File: src/brsp_pkg.sv
package brsp_pkg;

  // Parser phases. A message starts in PH_START; PH_DONE means the message
  // is complete but end of buffer has not been seen yet.
  typedef enum logic [2:0] {
    PH_START,
    PH_COUNT,
    PH_ONE,
    PH_WORD,
    PH_SLEN,
    PH_SBYTES,
    PH_DONE,
    PH_SKIP
  } phase_e;

  typedef enum logic [2:0] {
    KIND_INT,
    KIND_UINT,
    KIND_FLOAT,
    KIND_BOOL,
    KIND_STR_LEN,
    KIND_STR_BYTE,
    KIND_NULL,
    KIND_ERROR
  } kind_e;

  typedef enum logic [1:0] {
    ERR_NONE,
    ERR_SHORT_READ,
    ERR_TRAILING
  } err_e;

  // Field type codes as stored in field_types.
  localparam logic [3:0] TYPE_FLOAT   = 4'd2;
  localparam logic [3:0] TYPE_BOOL    = 4'd3;
  localparam logic [3:0] TYPE_STR     = 4'd4;
  localparam logic [3:0] TYPE_OPT_OFS = 4'd5;

  // Configuration register indexes (byte address = 8 * index).
  localparam logic [1:0] REG_FIELD_COUNT = 2'd0;
  localparam logic [1:0] REG_FIELD_TYPES = 2'd1;
  localparam logic [1:0] REG_LIST_MODE   = 2'd2;

  // Result queue.
  localparam int RES_DEPTH = 4;
  localparam int RES_PTR_W = $clog2(RES_DEPTH);

  typedef struct packed {
    kind_e       kind;
    logic [3:0]  field_number;
    logic [31:0] record_number;
    logic [63:0] value;
    err_e        error_code;
    logic        record_end;
    logic        message_end;
  } result_t;

  // Phase in which the first byte of a field of type t is read.
  function automatic phase_e first_phase(logic [3:0] t);
    phase_e ph;
    if (t <= TYPE_FLOAT) begin
      ph = PH_WORD;
    end else if (t == TYPE_STR) begin
      ph = PH_SLEN;
    end else begin
      ph = PH_ONE;
    end
    return ph;
  endfunction

endpackage

File: src/brsp_in_if.sv
interface brsp_in_if;
  logic       valid;
  logic       ready;
  logic [7:0] data_byte;
  logic       end_of_buffer;

  modport source (output valid, output data_byte, output end_of_buffer, input ready);
  modport sink (input valid, input data_byte, input end_of_buffer, output ready);
endinterface

File: src/brsp_out_if.sv
interface brsp_out_if;
  logic        valid;
  logic        ready;
  logic [2:0]  kind;
  logic [3:0]  field_number;
  logic [31:0] record_number;
  logic [63:0] value;
  logic [1:0]  error_code;
  logic        record_end;
  logic        message_end;

  modport source (
    output valid, output kind, output field_number, output record_number,
    output value, output error_code, output record_end, output message_end,
    input ready
  );
  modport sink (
    input valid, input kind, input field_number, input record_number,
    input value, input error_code, input record_end, input message_end,
    output ready
  );
endinterface

File: src/binary_record_stream_parser.sv
// Channel   Direction  Word
// in_i      sink       one message byte plus end_of_buffer flag
// out_o     source     one decoded result (kind, field, record, value, flags)
// APB       slave      field_count @0x00, field_types @0x08, list_mode @0x10
//
// Each accepted byte is decoded by one pass of logic at the edge that accepts it;
// its one or two results land in a four-word result queue, from which out_o takes them in order.
// Sustained rate is one byte per cycle. in_i.ready is high while the queue has
// room for two words, so a stalled out_o, or a run of bytes that each yield a
// decoded value plus a short-read error, holds off input.
// Asynchronous active-low reset clears parser, queue and config (field_count to 1).
module binary_record_stream_parser #(
  parameter int MAX_FIELDS = 16
) (
  input  logic              clk_i,
  input  logic              rst_ni,
  input  logic              psel,
  input  logic              penable,
  input  logic              pwrite,
  input  logic [4:0]        paddr,
  input  logic [63:0]       pwdata,
  output logic [63:0]       prdata,
  output logic              pready,
  brsp_in_if.sink           in_i,
  brsp_out_if.source        out_o
);

  localparam logic [4:0] MaxFieldsW = 5'(MAX_FIELDS);

  // Configuration registers.
  logic [4:0]  field_count_q;
  logic [63:0] field_types_q;
  logic        list_mode_q;

  logic [1:0] reg_index;
  logic       cfg_write;

  assign reg_index = paddr[4:3];
  assign cfg_write = psel & penable & pwrite;
  assign pready    = 1'b1;

  always_ff @(posedge clk_i or negedge rst_ni) begin
    if (!rst_ni) begin
      field_count_q <= 5'd1;
      field_types_q <= '0;
      list_mode_q   <= 1'b0;
    end else if (cfg_write) begin
      unique case (reg_index)
        brsp_pkg::REG_FIELD_COUNT: field_count_q <= pwdata[4:0];
        brsp_pkg::REG_FIELD_TYPES: field_types_q <= pwdata;
        brsp_pkg::REG_LIST_MODE:   list_mode_q   <= pwdata[0];
        default: ;
      endcase
    end
  end

  always_comb begin
    unique case (reg_index)
      brsp_pkg::REG_FIELD_COUNT: prdata = {59'd0, field_count_q};
      brsp_pkg::REG_FIELD_TYPES: prdata = field_types_q;
      brsp_pkg::REG_LIST_MODE:   prdata = {63'd0, list_mode_q};
      default:                   prdata = '0;
    endcase
  end

  // A field count of zero behaves as one; counts above MAX_FIELDS are clamped.
  logic [4:0] eff_count;
  always_comb begin
    if (field_count_q == 5'd0) begin
      eff_count = 5'd1;
    end else if (field_count_q > MaxFieldsW) begin
      eff_count = MaxFieldsW;
    end else begin
      eff_count = field_count_q;
    end
  end

  // Parser state.
  brsp_pkg::phase_e phase_q, phase_d;
  logic [3:0]  fi_q, fi_d;
  logic [2:0]  bc_q, bc_d;
  logic [63:0] asm_q, asm_d;
  logic [31:0] rc_q, rc_d;
  logic [31:0] rt_q, rt_d;
  logic [31:0] sr_q, sr_d;
  logic        ts_q, ts_d;

  // Result queue.
  brsp_pkg::result_t fifo_q [brsp_pkg::RES_DEPTH];
  logic [brsp_pkg::RES_PTR_W-1:0] wr_ptr_q, rd_ptr_q;
  logic [brsp_pkg::RES_PTR_W:0]   count_q;

  logic in_fire, out_fire;
  brsp_pkg::result_t res [2];
  logic [1:0]  n_push;
  logic        do_close, do_begin;
  logic [3:0]  cur_type, base;
  logic [31:0] len;

  assign in_i.ready = (count_q <= (brsp_pkg::RES_PTR_W + 1)'(brsp_pkg::RES_DEPTH - 2));
  assign in_fire    = in_i.valid & in_i.ready;
  assign out_fire   = out_o.valid & out_o.ready;

  function automatic brsp_pkg::result_t make_result(brsp_pkg::kind_e k, logic [3:0] fn,
                                                    logic [31:0] rn, logic [63:0] v,
                                                    brsp_pkg::err_e e);
    brsp_pkg::result_t r;
    r.kind          = k;
    r.field_number  = fn;
    r.record_number = rn;
    r.value         = v;
    r.error_code    = e;
    r.record_end    = 1'b0;
    r.message_end   = 1'b0;
    return r;
  endfunction

  // One decoding pass per accepted byte. The steps run in the order of the
  // message grammar: message start, byte decode, field close (which may
  // start the next field or finish the message), then the end-of-buffer check.
  always_comb begin
    phase_d  = phase_q;
    fi_d     = fi_q;
    bc_d     = bc_q;
    asm_d    = asm_q;
    rc_d     = rc_q;
    rt_d     = rt_q;
    sr_d     = sr_q;
    ts_d     = ts_q;
    res[0]   = '0;
    res[1]   = '0;
    n_push   = 2'd0;
    do_close = 1'b0;
    do_begin = 1'b0;
    cur_type = 4'd0;
    base     = 4'd0;
    len      = 32'd0;

    if (in_fire) begin
      if (phase_d == brsp_pkg::PH_START) begin
        fi_d = '0;
        rc_d = '0;
        sr_d = '0;
        if (list_mode_q) begin
          phase_d = brsp_pkg::PH_COUNT;
          bc_d    = '0;
          asm_d   = '0;
          ts_d    = 1'b0;
        end else begin
          rt_d    = 32'd1;
          ts_d    = 1'b0;
          bc_d    = '0;
          asm_d   = '0;
          phase_d = brsp_pkg::first_phase(field_types_q[{fi_d, 2'b00} +: 4]);
        end
      end

      cur_type = field_types_q[{fi_d, 2'b00} +: 4];

      unique case (phase_d)
        brsp_pkg::PH_COUNT: begin
          asm_d = {in_i.data_byte, asm_d[63:8]};
          bc_d  = bc_d + 3'd1;
          if (bc_d == 3'd4) begin
            rt_d = asm_d[63:32];
            if (rt_d == 32'd0) begin
              // Empty list: the message is complete without any result.
              phase_d = in_i.end_of_buffer ? brsp_pkg::PH_START : brsp_pkg::PH_DONE;
            end else begin
              do_begin = 1'b1;
            end
          end
        end
        brsp_pkg::PH_ONE: begin
          if (cur_type >= brsp_pkg::TYPE_OPT_OFS && !ts_d) begin
            base = cur_type - brsp_pkg::TYPE_OPT_OFS;
            if (in_i.data_byte == 8'd0 || base > brsp_pkg::TYPE_STR) begin
              // Null tag, or an unknown optional type that always reads as null.
              res[0] = make_result(brsp_pkg::KIND_NULL, fi_d, rc_d, 64'd0, brsp_pkg::ERR_NONE);
              n_push   = 2'd1;
              do_close = 1'b1;
            end else begin
              ts_d    = 1'b1;
              bc_d    = '0;
              asm_d   = '0;
              phase_d = brsp_pkg::first_phase(base);
            end
          end else begin
            res[0] = make_result(brsp_pkg::KIND_BOOL, fi_d, rc_d,
                                 {63'd0, in_i.data_byte != 8'd0}, brsp_pkg::ERR_NONE);
            n_push   = 2'd1;
            do_close = 1'b1;
          end
        end
        brsp_pkg::PH_WORD: begin
          asm_d = {in_i.data_byte, asm_d[63:8]};
          bc_d  = bc_d + 3'd1;
          if (bc_d == 3'd0) begin
            base = (cur_type >= brsp_pkg::TYPE_OPT_OFS) ?
                   cur_type - brsp_pkg::TYPE_OPT_OFS : cur_type;
            res[0] = make_result((base <= brsp_pkg::TYPE_FLOAT) ?
                                 brsp_pkg::kind_e'(base[2:0]) : brsp_pkg::KIND_INT,
                                 fi_d, rc_d, asm_d, brsp_pkg::ERR_NONE);
            n_push   = 2'd1;
            do_close = 1'b1;
          end
        end
        brsp_pkg::PH_SLEN: begin
          asm_d = {in_i.data_byte, asm_d[63:8]};
          bc_d  = bc_d + 3'd1;
          if (bc_d == 3'd4) begin
            len    = asm_d[63:32];
            res[0] = make_result(brsp_pkg::KIND_STR_LEN, fi_d, rc_d, {32'd0, len},
                                 brsp_pkg::ERR_NONE);
            n_push = 2'd1;
            if (len == 32'd0) begin
              do_close = 1'b1;
            end else begin
              sr_d    = len;
              phase_d = brsp_pkg::PH_SBYTES;
            end
          end
        end
        brsp_pkg::PH_SBYTES: begin
          res[0] = make_result(brsp_pkg::KIND_STR_BYTE, fi_d, rc_d, {56'd0, in_i.data_byte},
                               brsp_pkg::ERR_NONE);
          n_push = 2'd1;
          sr_d   = sr_d - 32'd1;
          if (sr_d == 32'd0) begin
            do_close = 1'b1;
          end
        end
        brsp_pkg::PH_DONE: begin
          // A byte after a complete message: report trailing data once.
          fi_d   = '0;
          res[0] = make_result(brsp_pkg::KIND_ERROR, fi_d, rc_d, 64'd0,
                               brsp_pkg::ERR_TRAILING);
          res[0].message_end = 1'b1;
          n_push  = 2'd1;
          phase_d = brsp_pkg::PH_SKIP;
        end
        brsp_pkg::PH_START, brsp_pkg::PH_SKIP: ;
      endcase

      if (do_close) begin
        if (({1'b0, fi_d} + 5'd1) >= eff_count) begin
          res[0].record_end = 1'b1;
          rc_d = rc_d + 32'd1;
          fi_d = '0;
          if (rc_d == rt_d) begin
            if (in_i.end_of_buffer) begin
              res[0].message_end = 1'b1;
              phase_d = brsp_pkg::PH_START;
            end else begin
              phase_d = brsp_pkg::PH_DONE;
            end
          end else begin
            do_begin = 1'b1;
          end
        end else begin
          fi_d     = fi_d + 4'd1;
          do_begin = 1'b1;
        end
      end

      if (do_begin) begin
        ts_d    = 1'b0;
        bc_d    = '0;
        asm_d   = '0;
        phase_d = brsp_pkg::first_phase(field_types_q[{fi_d, 2'b00} +: 4]);
      end

      // End of buffer inside an incomplete message is a short read.
      if (in_i.end_of_buffer && phase_d != brsp_pkg::PH_START) begin
        if (phase_d != brsp_pkg::PH_SKIP) begin
          res[n_push[0]] = make_result(brsp_pkg::KIND_ERROR, fi_d, rc_d, 64'd0,
                                       brsp_pkg::ERR_SHORT_READ);
          res[n_push[0]].message_end = 1'b1;
          n_push = n_push + 2'd1;
        end
        phase_d = brsp_pkg::PH_START;
      end
    end
  end

  always_ff @(posedge clk_i or negedge rst_ni) begin
    if (!rst_ni) begin
      phase_q <= brsp_pkg::PH_START;
      fi_q    <= '0;
      bc_q    <= '0;
      asm_q   <= '0;
      rc_q    <= '0;
      rt_q    <= '0;
      sr_q    <= '0;
      ts_q    <= 1'b0;
    end else begin
      phase_q <= phase_d;
      fi_q    <= fi_d;
      bc_q    <= bc_d;
      asm_q   <= asm_d;
      rc_q    <= rc_d;
      rt_q    <= rt_d;
      sr_q    <= sr_d;
      ts_q    <= ts_d;
    end
  end

  // Result queue: up to two words written and one word read per cycle.
  always_ff @(posedge clk_i) begin
    if (n_push != 2'd0) begin
      fifo_q[wr_ptr_q] <= res[0];
    end
    if (n_push == 2'd2) begin
      fifo_q[wr_ptr_q + brsp_pkg::RES_PTR_W'(1)] <= res[1];
    end
  end

  always_ff @(posedge clk_i or negedge rst_ni) begin
    if (!rst_ni) begin
      wr_ptr_q <= '0;
      rd_ptr_q <= '0;
      count_q  <= '0;
    end else begin
      wr_ptr_q <= wr_ptr_q + brsp_pkg::RES_PTR_W'(n_push);
      rd_ptr_q <= rd_ptr_q + brsp_pkg::RES_PTR_W'(out_fire);
      count_q  <= count_q + (brsp_pkg::RES_PTR_W + 1)'(n_push)
                          - (brsp_pkg::RES_PTR_W + 1)'(out_fire);
    end
  end

  brsp_pkg::result_t head;
  assign head = fifo_q[rd_ptr_q];

  assign out_o.valid         = (count_q != '0);
  assign out_o.kind          = head.kind;
  assign out_o.field_number  = head.field_number;
  assign out_o.record_number = head.record_number;
  assign out_o.value         = head.value;
  assign out_o.error_code    = head.error_code;
  assign out_o.record_end    = head.record_end;
  assign out_o.message_end   = head.message_end;

  // The queue never overflows.
  assert property (@(posedge clk_i) disable iff (!rst_ni)
    count_q <= (brsp_pkg::RES_PTR_W + 1)'(brsp_pkg::RES_DEPTH))
    else $error("result queue overflow");

  // An end-of-buffer byte always leaves the parser at the start of a message.
  assert property (@(posedge clk_i) disable iff (!rst_ni)
    in_fire && in_i.end_of_buffer |=> phase_q == brsp_pkg::PH_START)
    else $error("parser not back at message start after end of buffer");

  // Bytes skipped after trailing data produce nothing.
  assert property (@(posedge clk_i) disable iff (!rst_ni)
    in_fire && phase_q == brsp_pkg::PH_SKIP |-> n_push == 2'd0)
    else $error("result produced while skipping trailing data");

  // A second result in one step is always the short-read error closing the message.
  assert property (@(posedge clk_i) disable iff (!rst_ni)
    n_push == 2'd2 |-> res[1].kind == brsp_pkg::KIND_ERROR &&
                       res[1].error_code == brsp_pkg::ERR_SHORT_READ &&
                       res[1].message_end && !res[1].record_end)
    else $error("unexpected second result");

  // Error words never carry a record end or a value.
  assert property (@(posedge clk_i) disable iff (!rst_ni)
    n_push != 2'd0 && res[0].kind == brsp_pkg::KIND_ERROR |->
      !res[0].record_end && res[0].value == 64'd0 && res[0].message_end)
    else $error("malformed error result");

endmodule

File: src/flat_wrapper.sv
// flat-port wrapper written by rule: the top's interface ports become plain ports
module binary_record_stream_parser_flat 
#(
  parameter int MAX_FIELDS = 16
)
  (clk_i, rst_ni, psel, penable, pwrite, paddr, pwdata, prdata, pready, in_i_valid, in_i_data_byte, in_i_end_of_buffer, in_i_ready, out_o_valid, out_o_kind, out_o_field_number, out_o_record_number, out_o_value, out_o_error_code, out_o_record_end, out_o_message_end, out_o_ready);
  brsp_in_if in_i_i ();
  brsp_out_if out_o_i ();
  input  logic clk_i;
  input  logic rst_ni;
  input  logic psel;
  input  logic penable;
  input  logic pwrite;
  input  logic [4:0] paddr;
  input  logic [63:0] pwdata;
  output logic [63:0] prdata;
  output logic pready;
  input wire logic [$bits(in_i_i.valid)-1:0] in_i_valid;
  input wire logic [$bits(in_i_i.data_byte)-1:0] in_i_data_byte;
  input wire logic [$bits(in_i_i.end_of_buffer)-1:0] in_i_end_of_buffer;
  output wire logic [$bits(in_i_i.ready)-1:0] in_i_ready;
  output wire logic [$bits(out_o_i.valid)-1:0] out_o_valid;
  output wire logic [$bits(out_o_i.kind)-1:0] out_o_kind;
  output wire logic [$bits(out_o_i.field_number)-1:0] out_o_field_number;
  output wire logic [$bits(out_o_i.record_number)-1:0] out_o_record_number;
  output wire logic [$bits(out_o_i.value)-1:0] out_o_value;
  output wire logic [$bits(out_o_i.error_code)-1:0] out_o_error_code;
  output wire logic [$bits(out_o_i.record_end)-1:0] out_o_record_end;
  output wire logic [$bits(out_o_i.message_end)-1:0] out_o_message_end;
  input wire logic [$bits(out_o_i.ready)-1:0] out_o_ready;
  assign in_i_i.valid = in_i_valid;
  assign in_i_i.data_byte = in_i_data_byte;
  assign in_i_i.end_of_buffer = in_i_end_of_buffer;
  assign in_i_ready = in_i_i.ready;
  assign out_o_valid = out_o_i.valid;
  assign out_o_kind = out_o_i.kind;
  assign out_o_field_number = out_o_i.field_number;
  assign out_o_record_number = out_o_i.record_number;
  assign out_o_value = out_o_i.value;
  assign out_o_error_code = out_o_i.error_code;
  assign out_o_record_end = out_o_i.record_end;
  assign out_o_message_end = out_o_i.message_end;
  assign out_o_i.ready = out_o_ready;
  binary_record_stream_parser #(.MAX_FIELDS(MAX_FIELDS)) u_core (.clk_i(clk_i), .rst_ni(rst_ni), .psel(psel), .penable(penable), .pwrite(pwrite), .paddr(paddr), .pwdata(pwdata), .prdata(prdata), .pready(pready), .in_i(in_i_i), .out_o(out_o_i));
endmodule
File: config.mk
export PLATFORM = sky130hd
export DESIGN_NAME = binary_record_stream_parser_flat
export DESIGN_NICKNAME = d
export VERILOG_FILES = /design/src/brsp_pkg.sv /design/src/brsp_in_if.sv /design/src/brsp_out_if.sv /design/src/binary_record_stream_parser.sv /design/src/flat_wrapper.sv
export SDC_FILE = /design/constraint.sdc
export NUM_CORES = 1
export LEC_CHECK = 0
export BUFFER_PORTS_ARGS = -buffer_cell sky130_fd_sc_hd__buf_2
export CORE_ASPECT_RATIO = 0.7
export CORE_MARGIN = 2
export CORE_UTILIZATION = 40
export CTS_CLUSTER_DIAMETER = 80
export DETAILED_ROUTE_END_ITERATION = 10
export GPL_TIMING_DRIVEN = 0
export PLACE_DENSITY = 0.71
export REMOVE_ABC_BUFFERS = 1
export SLEW_MARGIN = 0
export SYNTH_ARGS = -nofsm -noshare
export SYNTH_HDL_FRONTEND = slang
export SYNTH_SLANG_ARGS = --single-unit
export TNS_END_PERCENT = 1
File: constraint.sdc
create_clock -name clk_i -period 10.88 [get_ports clk_i]
set_input_delay 2.176 -clock clk_i [delete_from_list [all_inputs] [get_ports clk_i]]
set_output_delay 2.176 -clock clk_i [all_outputs]
set_load 0.05 [all_outputs]
======== Yosys cells after proc, flatten, opt, wreduce, memory -nomap -nowiden ========
Memory sizes are Yosys's and may differ from the RTL's.
Index checks and enable logic that the tools add are counted.
word-level totals
  flip-flop bits (word level) ............. 248
  RAM bits ................................ 428
  output and inout bits ................... 174
  memories kept ........................... 1
  bits of input ports ..................... 85
  logic and storage cells ................. 197
memories
  memory         depth  width  rd ports  clocked after Yosys merged registers in  wr ports  RTL line                           source
  u_core.fifo_q  4      107    1         0                                        2         binary_record_stream_parser.sv:89  brsp_pkg::result_t fifo_q [brsp_pkg::RES_DEPTH];
operators by class
  mux-type cells .......................... 116
  equality and inequality tests ........... 15
  $lt $le $gt $ge ......................... 11
  add/sub/neg operators ................... 12
  bitwise gates (word level) .............. 5
  reductions and logical operators ........ 21
  shifts and indexed selects .............. 2
operators with widths
  kind                   count
  $mux 107               6
  $mux 214               3
  $pmux 107 s5           1
  $mux 32                14
  $bwmux 214             2
  $mux 64                5
  $demux 107 s1          2
  $pmux 64 s3            1
  $pmux 64 s2            1
  $shiftx 64x7->4        2
  $mux 3                 28
  $logic_not 32->1       2
  $pmux 32 s2            1
  $add 32x1->32 const B  1
  $eq 32x32->1           1
  $mux 4                 8
  $sub 32x1->32 const B  1
  $mux 1                 31
  $le 4x2->1 const B     4
  $mux 2                 7
  $eq 3x3->1 const B     4
  $eq 4x3->1 const B     3
  $pmux 3 s4             1
  $mux 5                 2
  other kinds (39)       51

======== Logic depth before layout (Yosys ltp) ========
Gate-level depths: netlist of run 1.
  depth after elaboration ................. 27
  gate-level depth with buffers ........... 33
  mapped depth without buffers ............ 22

======== Least setup slack after synthesis of run 1 ========
No wires, ideal clock.
  path type ............................... flip-flop to flip-flop
  start point ............................. reg u_core.phase_q[1]
  end point ............................... mem u_core.fifo_q[1][0] in the netlist's numbering, enable pin
  clock period less this slack ............ 11.625 ns
  data required time ...................... 10.306 ns
  path buffers ............................ 12
  stages on the path, launching flop included .. 29
  data arrival time ....................... 11.051 ns
  setup slack ............................. -0.745 ns
  path through ............................ dfrtp_1 -> clkbuf_1 -> or3_1 -> clkbuf_1 -> buf_2 -> buf_1 -> clkbuf_1 -> clkbuf_1 -> clkbuf_1 -> clkbuf_1 -> clkbuf_1 -> clkbuf_1 -> nand2_1 -> ha_1 -> clkbuf_1 -> o21ai_1 -> clkbuf_1 -> a22oi_1 -> a32o_1 -> nor4_1 -> o2111ai_1 -> a2111o_1 -> or4_1 -> nor3_2 -> a221oi_4 -> mux2i_1 -> nor2_1 -> a21oi_1 -> nor2_1
RTL lines
  item                    RTL line                            source
  start, declared         binary_record_stream_parser.sv:79   brsp_pkg::phase_e phase_q, phase_d;
  start signal, assigned  binary_record_stream_parser.sv:288  phase_q <= brsp_pkg::PH_START;
  start signal, assigned  binary_record_stream_parser.sv:297  phase_q <= phase_d;
  end, declared           binary_record_stream_parser.sv:89

==> run metrics, run 1 <==
final setup fails 0; fraction of layout cells with a size suffix above 1 0.197; crit-path cells or3_4 -> and2_1 -> ha_1 -> ha_1 -> and3_2 -> o21ai_0 -> xor2_1 -> nor4_1 -> o2111ai_1 -> a2111o_1 -> or4_1 -> nor3_2 -> a221oi_4 -> nand3_1 -> or2_0 -> o21a_1 -> o22ai_1; Max-cap violations 0; ys flop type edfxtp_1; Hold Crit Start u_core.rt_q[24]$_DFFE_PN0P_; Rows 91; most common cell in the netlist edfxtp_1; Die Height 253 um; IO Port Bufs between 200 and 300; Critical R2R Launch u_core.phase_q[2]$_DFFE_PN0P_; Syn-to-layout area delta 14.2%; GPL Wtd Cong between 0.9 and 1; Initial Utilization 0.404; Setup Skew approximately 0.028 ns; Seq/Total Area, Yosys 0.530; All-Layer GR Usage 0.234; core box area between 80000 and 90000 um2; Sink Count around 670; initial detailed-routing violation count between 3000 and 4000; commonest cells in the netlist edfxtp_1 (428), nor2_1 (414), nand2_1 (313); Post-CTS Setup Bufs 0; number of enable flip-flop cells after synthesis approximately 430; residual DRC count 0; wire length per cell 24.1 um; CP dominant cell by count ha_1; worst r2r dst u_core.fifo_q[1][102]$_DFFE_PP_; R2R cell count 17; Critical Path RT roughly 11 ns; Yosys top cell by area edfxtp_1; Root Buffer clkbuf_16; DR vias about 28000; R2R setup slack 1.23 ns; Reg clk slew, reported paths approximately 0.060 ns; startpoint type of the worst setup path register; achievable frequency between 0.1 and 0.15 GHz; Max IR drop VDD ~0.00016 V; crit path kind reg -> reg; hold path depth 2; Slew Limit Fails 0; library cells used by synthesis 99; nets@finish ~3400; H-tree depth 3; flops & latches, synth 668; crit path buf inv count 0; pin count of the biggest net entering global routing 85; critical path peak fanout 38; CTS tree done; post-DP HPWL about 73 mm; unrepaired setup endpoints after global routing no; router iterations before antenna repair 6; first-pass GRT wire length 165 mm; cts repair resizes 0; Fin Hold WS 0.477 ns; CTS Buf Count 69; Slowest Stage Delay on Critical Path roughly 1.2 ns; final wirelength ~110 mm; crit path DAT about 10 ns; status complete, no violations; Fin. Hold Viols 0; Cells after Synth ~3200; die area approximately 90000 um2; Crit-path slowest cell dfrtp_1; Crit path max-delay family simple AND/OR/NAND/NOR gates; final critical-path required period 9.65 ns; Final Power between 10000 and 15000 uW; remaining global-route overflow 0; total leakage power 0.0155 uW; Ports between 200 and 300; Final Util 0.461; Vias/cell around 6.1; Crit. End Element register; setup ws final between 1 and 1.5 ns; fin crit share 0.887; YS warnings 0; antenna violations before repair 4; post-route ant nets 0; fraction of registers with async set/reset 0.359; clk_lat worst skew 0.63 ns; CTS max path bufs 3; top-area cell type share of the netlist area 0.361; worst hold path type reg -> reg; Setup TNS 0 ns; pre-CTS WS roughly 1.3 ns; Rel. slew slack 0.0324; Area contributors post-synth edfxtp_1 (36%), dfrtp_1 (17%), mux4_2 (7.3%); Slew @ Worst Pin 1.45 ns; Hold EP u_core.rt_q[24]$_DFFE_PN0P_; cts hold-fix bufs 0; vias in the first global route about 26000; total power density per cell area around 280 nW/um2; Die X around 360 um; area of the mapped netlist ~36000 um2; Avg Inst Size Synth 11.1 um2
area by class of cell:
| type | instances | area [um2] |
|---|---|---|
| Tap cell | 1162 | 1450 |
| Fill cell | 8076 | 47500 |
| Clock inverter | 31 | 262 |
| Clock buffer | 97 | 1990 |
| Timing Repair Buffer | 309 | 2350 |
| Antenna cell | 1 | 2.50 |
| Sequential cell | 668 | 18900 |
| Multi-Input combinational cell | 2224 | 15600 |
| Inverter | 31 | 116 |
logic make-up (layout without fill, tap and decap cells):
| kind of cell | count (synthesis) | after routing | share of synthesized area |
|---|---|---|---|
| DFF | 668 | 668 | 0.530 |
| buffers and inverters | 315 | 468 | 0.0354 |
| other | 1 | 2 | 0.000105 |
| adders and majority gates | 23 | 23 | 0.00830 |
| AOI/OAI and AO/OA | 718 | 718 | 0.139 |
| and+or+nand+nor | 1133 | 1133 | 0.148 |
| xor gates and xnor gates | 92 | 92 | 0.0227 |
| muxes | 257 | 257 | 0.116 |
how the worst max path moves through the flow:
stage	cells after the start	startpoint	endpoint
floorplan	16	u_core.phase_q[2]$_DFFE_PN0P_	u_core.fifo_q[2][0]$_DFFE_PP_
global placement	15	u_core.phase_q[2]$_DFFE_PN0P_	u_core.fifo_q[2][8]$_SDFFCE_PP0P_
detailed placement	19	u_core.phase_q[2]$_DFFE_PN0P_	u_core.fifo_q[2][62]$_SDFFCE_PP0P_
CTS	19	u_core.phase_q[2]$_DFFE_PN0P_	u_core.fifo_q[2][45]$_SDFFCE_PP0P_
global route	19	u_core.phase_q[2]$_DFFE_PN0P_	u_core.fifo_q[2][19]$_SDFFCE_PP0P_
finish	17	u_core.phase_q[2]$_DFFE_PN0P_	u_core.fifo_q[1][102]$_DFFE_PP_
state kept, by name, summed over array words and instances (netlist names), 2 cells and up:
name and flops:
u_core.bc_q 3, u_core.wr_ptr_q 2, u_core.rc_q 32, u_core.field_types_q 64, u_core.asm_q 56, u_core.fifo_q 428, u_core.rt_q 32, u_core.phase_q 3
u_core.rd_ptr_q 2, u_core.field_count_q 5, u_core.fi_q 4, u_core.sr_q 32, u_core.count_q 3
stage by stage:
step	instance area [um2]	cells
floorplan	34400	2923
global placement	37100	4339
detailed placement	38400	4394
CTS	40600	4522
global route	40600	4522
finish	40600	4523
tightest hold or removal path, cell delays in order (launching register included):
cell and delay, ns:
dfrtp_1 0.33, nand2_1 0.04, o21ai_0 0.06
layer usage:
layer,track usage,wire (um),share of wire,vias to the layer above
met2,0.351,48300,0.44,1594
li1,-,-,-,12200
met1,0.330,45600,0.42,13700
met4,0.0564,2430,0.022,6
met3,0.0736,12800,0.12,205
met5,0,41,0.00038,-
where the power goes:
part / internal (uW) / switching, uW / total [uW] / leakage [uW]
logic: 1700 / 3560 / 5260 / 0.00723
registers: 3130 / 561 / 3700 / 0.00717
clock network: 1360 / 1030 / 2380 / 0.00111
total: 6190 / 5150 / 11300 / 0.0155
placed cells by master (no fill, tap or decap), drive strengths merged, types with 27 or more instances in the layout:
| cell | count |
|---|---|
| a22o | 106 |
| edfxtp | 428 |
| mux2i | 64 |
| nor2 | 415 |
| xor2 | 37 |
| mux4 | 116 |
| nor3 | 47 |
| o22ai | 75 |
| or3 | 28 |
| nand2 | 313 |
| buf | 309 |
| mux2 | 77 |
| dfrtp | 239 |
| nand3 | 89 |
| clkbuf | 97 |
| nor4 | 32 |
| nand4 | 32 |
| a32o | 27 |
| a22oi | 33 |
| inv | 33 |
| xnor2 | 55 |
| o21ai | 188 |
| and2 | 82 |
| o31ai | 28 |
| a21oi | 96 |
Power figures use the tool's default switching activity.
==> inputs of run 2 (changes only) <==
--- a/config.mk
+++ b/config.mk
@@ -11,11 +11,10 @@
 export CORE_UTILIZATION = 40
 export CTS_CLUSTER_DIAMETER = 80
 export DETAILED_ROUTE_END_ITERATION = 10
-export GPL_TIMING_DRIVEN = 0
 export PLACE_DENSITY = 0.71
 export REMOVE_ABC_BUFFERS = 1
 export SLEW_MARGIN = 0
 export SYNTH_ARGS = -nofsm -noshare
 export SYNTH_HDL_FRONTEND = slang
 export SYNTH_SLANG_ARGS = --single-unit
-export TNS_END_PERCENT = 1
+export TNS_END_PERCENT = 10
==> constraint.sdc (replaced) <==
create_clock -name clk_i -period 10.88 [get_ports clk_i]
set_input_delay 2.176 -clock clk_i [delete_from_list [all_inputs] [get_ports clk_i]]
set_output_delay 2.176 -clock clk_i [all_outputs]
set_load 0.02 [all_outputs]
==> run metrics, run 2 (same netlist as run 1, synthesis figures left out) <==
dpl cells 4403 (+0.20%); final setup fails 0 (unchanged); CTS Buf Count 70 (+1.4%); remaining global-route overflow 0 (unchanged); Root Buffer clkbuf_16; die area 91300 um2 (unchanged); commonest non-fill, non-tap cells in the layout edfxtp_1 (428), nor2_1 (410), nand2_1 (312), buf_2 (253), dfrtp_1 (237); Critical Path RT 11.33 ns (+0.11 ns); final-layout fill cell count 8100 (+0.30%); Ports 259 (unchanged); Die Height 253 um (unchanged); fin crit share 0.760 (-0.127); unrepaired setup endpoints after global routing no; Final Util 0.457 (-0.00422); nets@finish 3421 (+0.29%); placed cell area 37900 um2 (-1.2%); residual DRC count 0 (unchanged); clk_lat worst skew 0.64 ns (about the same); fraction of layout cells with a size suffix above 1 0.197 (about the same); initial detailed-routing violation count 3903 (+20%); pin count of the biggest net entering global routing 108 (+27%); Sink Count 668 (unchanged); most common cell after layout, fill and taps aside edfxtp_1; Slew Limit Fails 0 (unchanged); crit path kind reg -> reg; setup ws final 2.61 ns (+1.38 ns); total leakage power 0.0154 uW (-0.62%); All-Layer GR Usage 0.239 (+0.00474); Vias/cell 6.15 (+0.37%); Max IR drop VDD 0.000176 V (+14%); Post-CTS Setup Bufs 0 (unchanged); Crit. End Element register; startpoint type of the worst setup path register; Non-Filler Instances 4531 (+0.18%); n_diodes 0 (-1); critical path peak fanout 56 (+47%); antenna violations before repair 2 (-2); register area 18900 um2 (about the same); cts repair resizes 0 (unchanged); biggest regs u_core.fifo_q: 428 flops, u_core.field_types_q: 64 flops, u_core.asm_q: 56 flops; achievable frequency 0.121 GHz (+17%); IO Port Bufs 254 (unchanged); Syn-to-layout area delta 13.2%; final critical-path required period 8.27 ns (-1.38 ns); Largest Register u_core.fifo_q; status complete, no violations; Rows 91 (unchanged); Die X 360 um (unchanged); multi-input logic area 15600 um2 (-0.14%); Rel. slew slack 0.224 (+0.191); Initial Utilization 0.404 (unchanged); CTS max path bufs 3 (unchanged); final wirelength 110 mm (+1.2%); total power density per cell area 264 nW/um2 (-5.2%); GPL Wtd Cong 0.976 (+3.6%); router iterations before antenna repair 6 (unchanged); Final Cell Area 40300 um2 (-0.91%); vias in the first global route 26200 (-0.99%); pre-CTS WS 2.96 ns (+1.68 ns); cts hold-fix bufs 0 (unchanged); CTS tree done; Largest register FFs 428 (unchanged); DR vias 27900 (+0.55%); Reg clk slew, reported paths 0.06 ns (about the same); H-tree depth 3 (unchanged); core box area 88100 um2 (unchanged); post-DP HPWL 72.6 mm (-0.93%); Fin. Hold Viols 0 (unchanged); wire length per cell 24.4 um (+0.98%); first-pass GRT wire length 168 mm (+1.4%); post-route ant nets 0 (unchanged); Slew @ Worst Pin 1.16 ns (-0.287 ns); Max-cap violations 0 (unchanged); Setup Skew 0.0273 ns (-0.000872 ns); crit path DAT 8.71 ns (-1.28 ns); worst hold path type reg -> reg
[run 2: path summary, 6_finish.rpt]
| kind | startpoint | end | slack (ns) | cells after the start |
|---|---|---|---|---|
| worst max-delay path | u_core.phase_q[2]$_DFFE_PN0P_ | u_core.fifo_q[0][83]$_DFFE_PP_ | 2.61 | 20 |
| worst min-delay path | u_core.rt_q[31]$_DFFE_PN0P_ | u_core.rt_q[31]$_DFFE_PN0P_ | 0.48 | 2 |
| worst max register to register | u_core.phase_q[2]$_DFFE_PN0P_ | u_core.fifo_q[0][83]$_DFFE_PP_ | 2.61 | 20 |
| worst min register to register | u_core.rt_q[31]$_DFFE_PN0P_ | u_core.rt_q[31]$_DFFE_PN0P_ | 0.48 | 2 |
| max in group asynchronous | rst_ni | u_core.rc_q[4]$_DFFE_PN0P_ | 7.63 | 2 |
| min in group asynchronous | rst_ni | u_core.field_types_q[34]$_DFFE_PN0P_ | 1.54 | 1 |
[run 2: layout make-up]
cell class                      count  share of cell area
Sequential cell                   668               0.469
Clock buffer                       92              0.0486
Timing Repair Buffer              318              0.0472
Multi-Input combinational cell   2224               0.387
Tap cell                         1162              0.0361
Clock inverter                     36             0.00970
Inverter                           31             0.00289
[run 2: where the power goes]
part | internal, uW | switching [uW]
Combinational | 1590 | 2930
Clock | 1460 | 1040
Sequential | 3140 | 486
[run 2: metrics by stage]
| stage | power (uW) | hold slack [ns] | TNS (ns) |
|---|---|---|---|
| 2_1_floorplan | 6540 | 0.442 | -776.63 |
| 3_3_place_gp | 8090 | 0.457 | 0 |
| 3_5_place_dp | 8130 | 0.464 | 0 |
| 4_1_cts | 10600 | 0.475 | 0 |
| 5_1_grt | 11100 | 0.506 | 0 |
| 6_report | 10600 | 0.476 | 0 |
[run 2: layer usage]
layer  vias to the layer above  global-route usage  part of all wire
li1                      12300                   -                 -
met1                     13900               0.355              0.43
met3                       163              0.0604              0.11
met5                         -                   0           0.00024
met2                      1566               0.350              0.44
met4                         4              0.0553             0.021
[run 2: worst max-delay path, stage by stage, from the launching register on]
cell      delay, ns
dfrtp_1        0.35
buf_4          0.26
or3_4          0.62
buf_4          0.42
and2_1         0.36
nand2_1        0.11
o211a_2        0.29
clkinv_1       0.22
ha_1           0.35
nor2b_1        0.18
o211a_1        0.22
or4_1          0.53
a31oi_1        0.19
nor3_2         0.13
nor3_1         0.25
nand2_1        0.66
inv_1          0.96
nand3_1        0.58
o22ai_1        0.80
nand2_1        0.23
o21ai_0        0.28
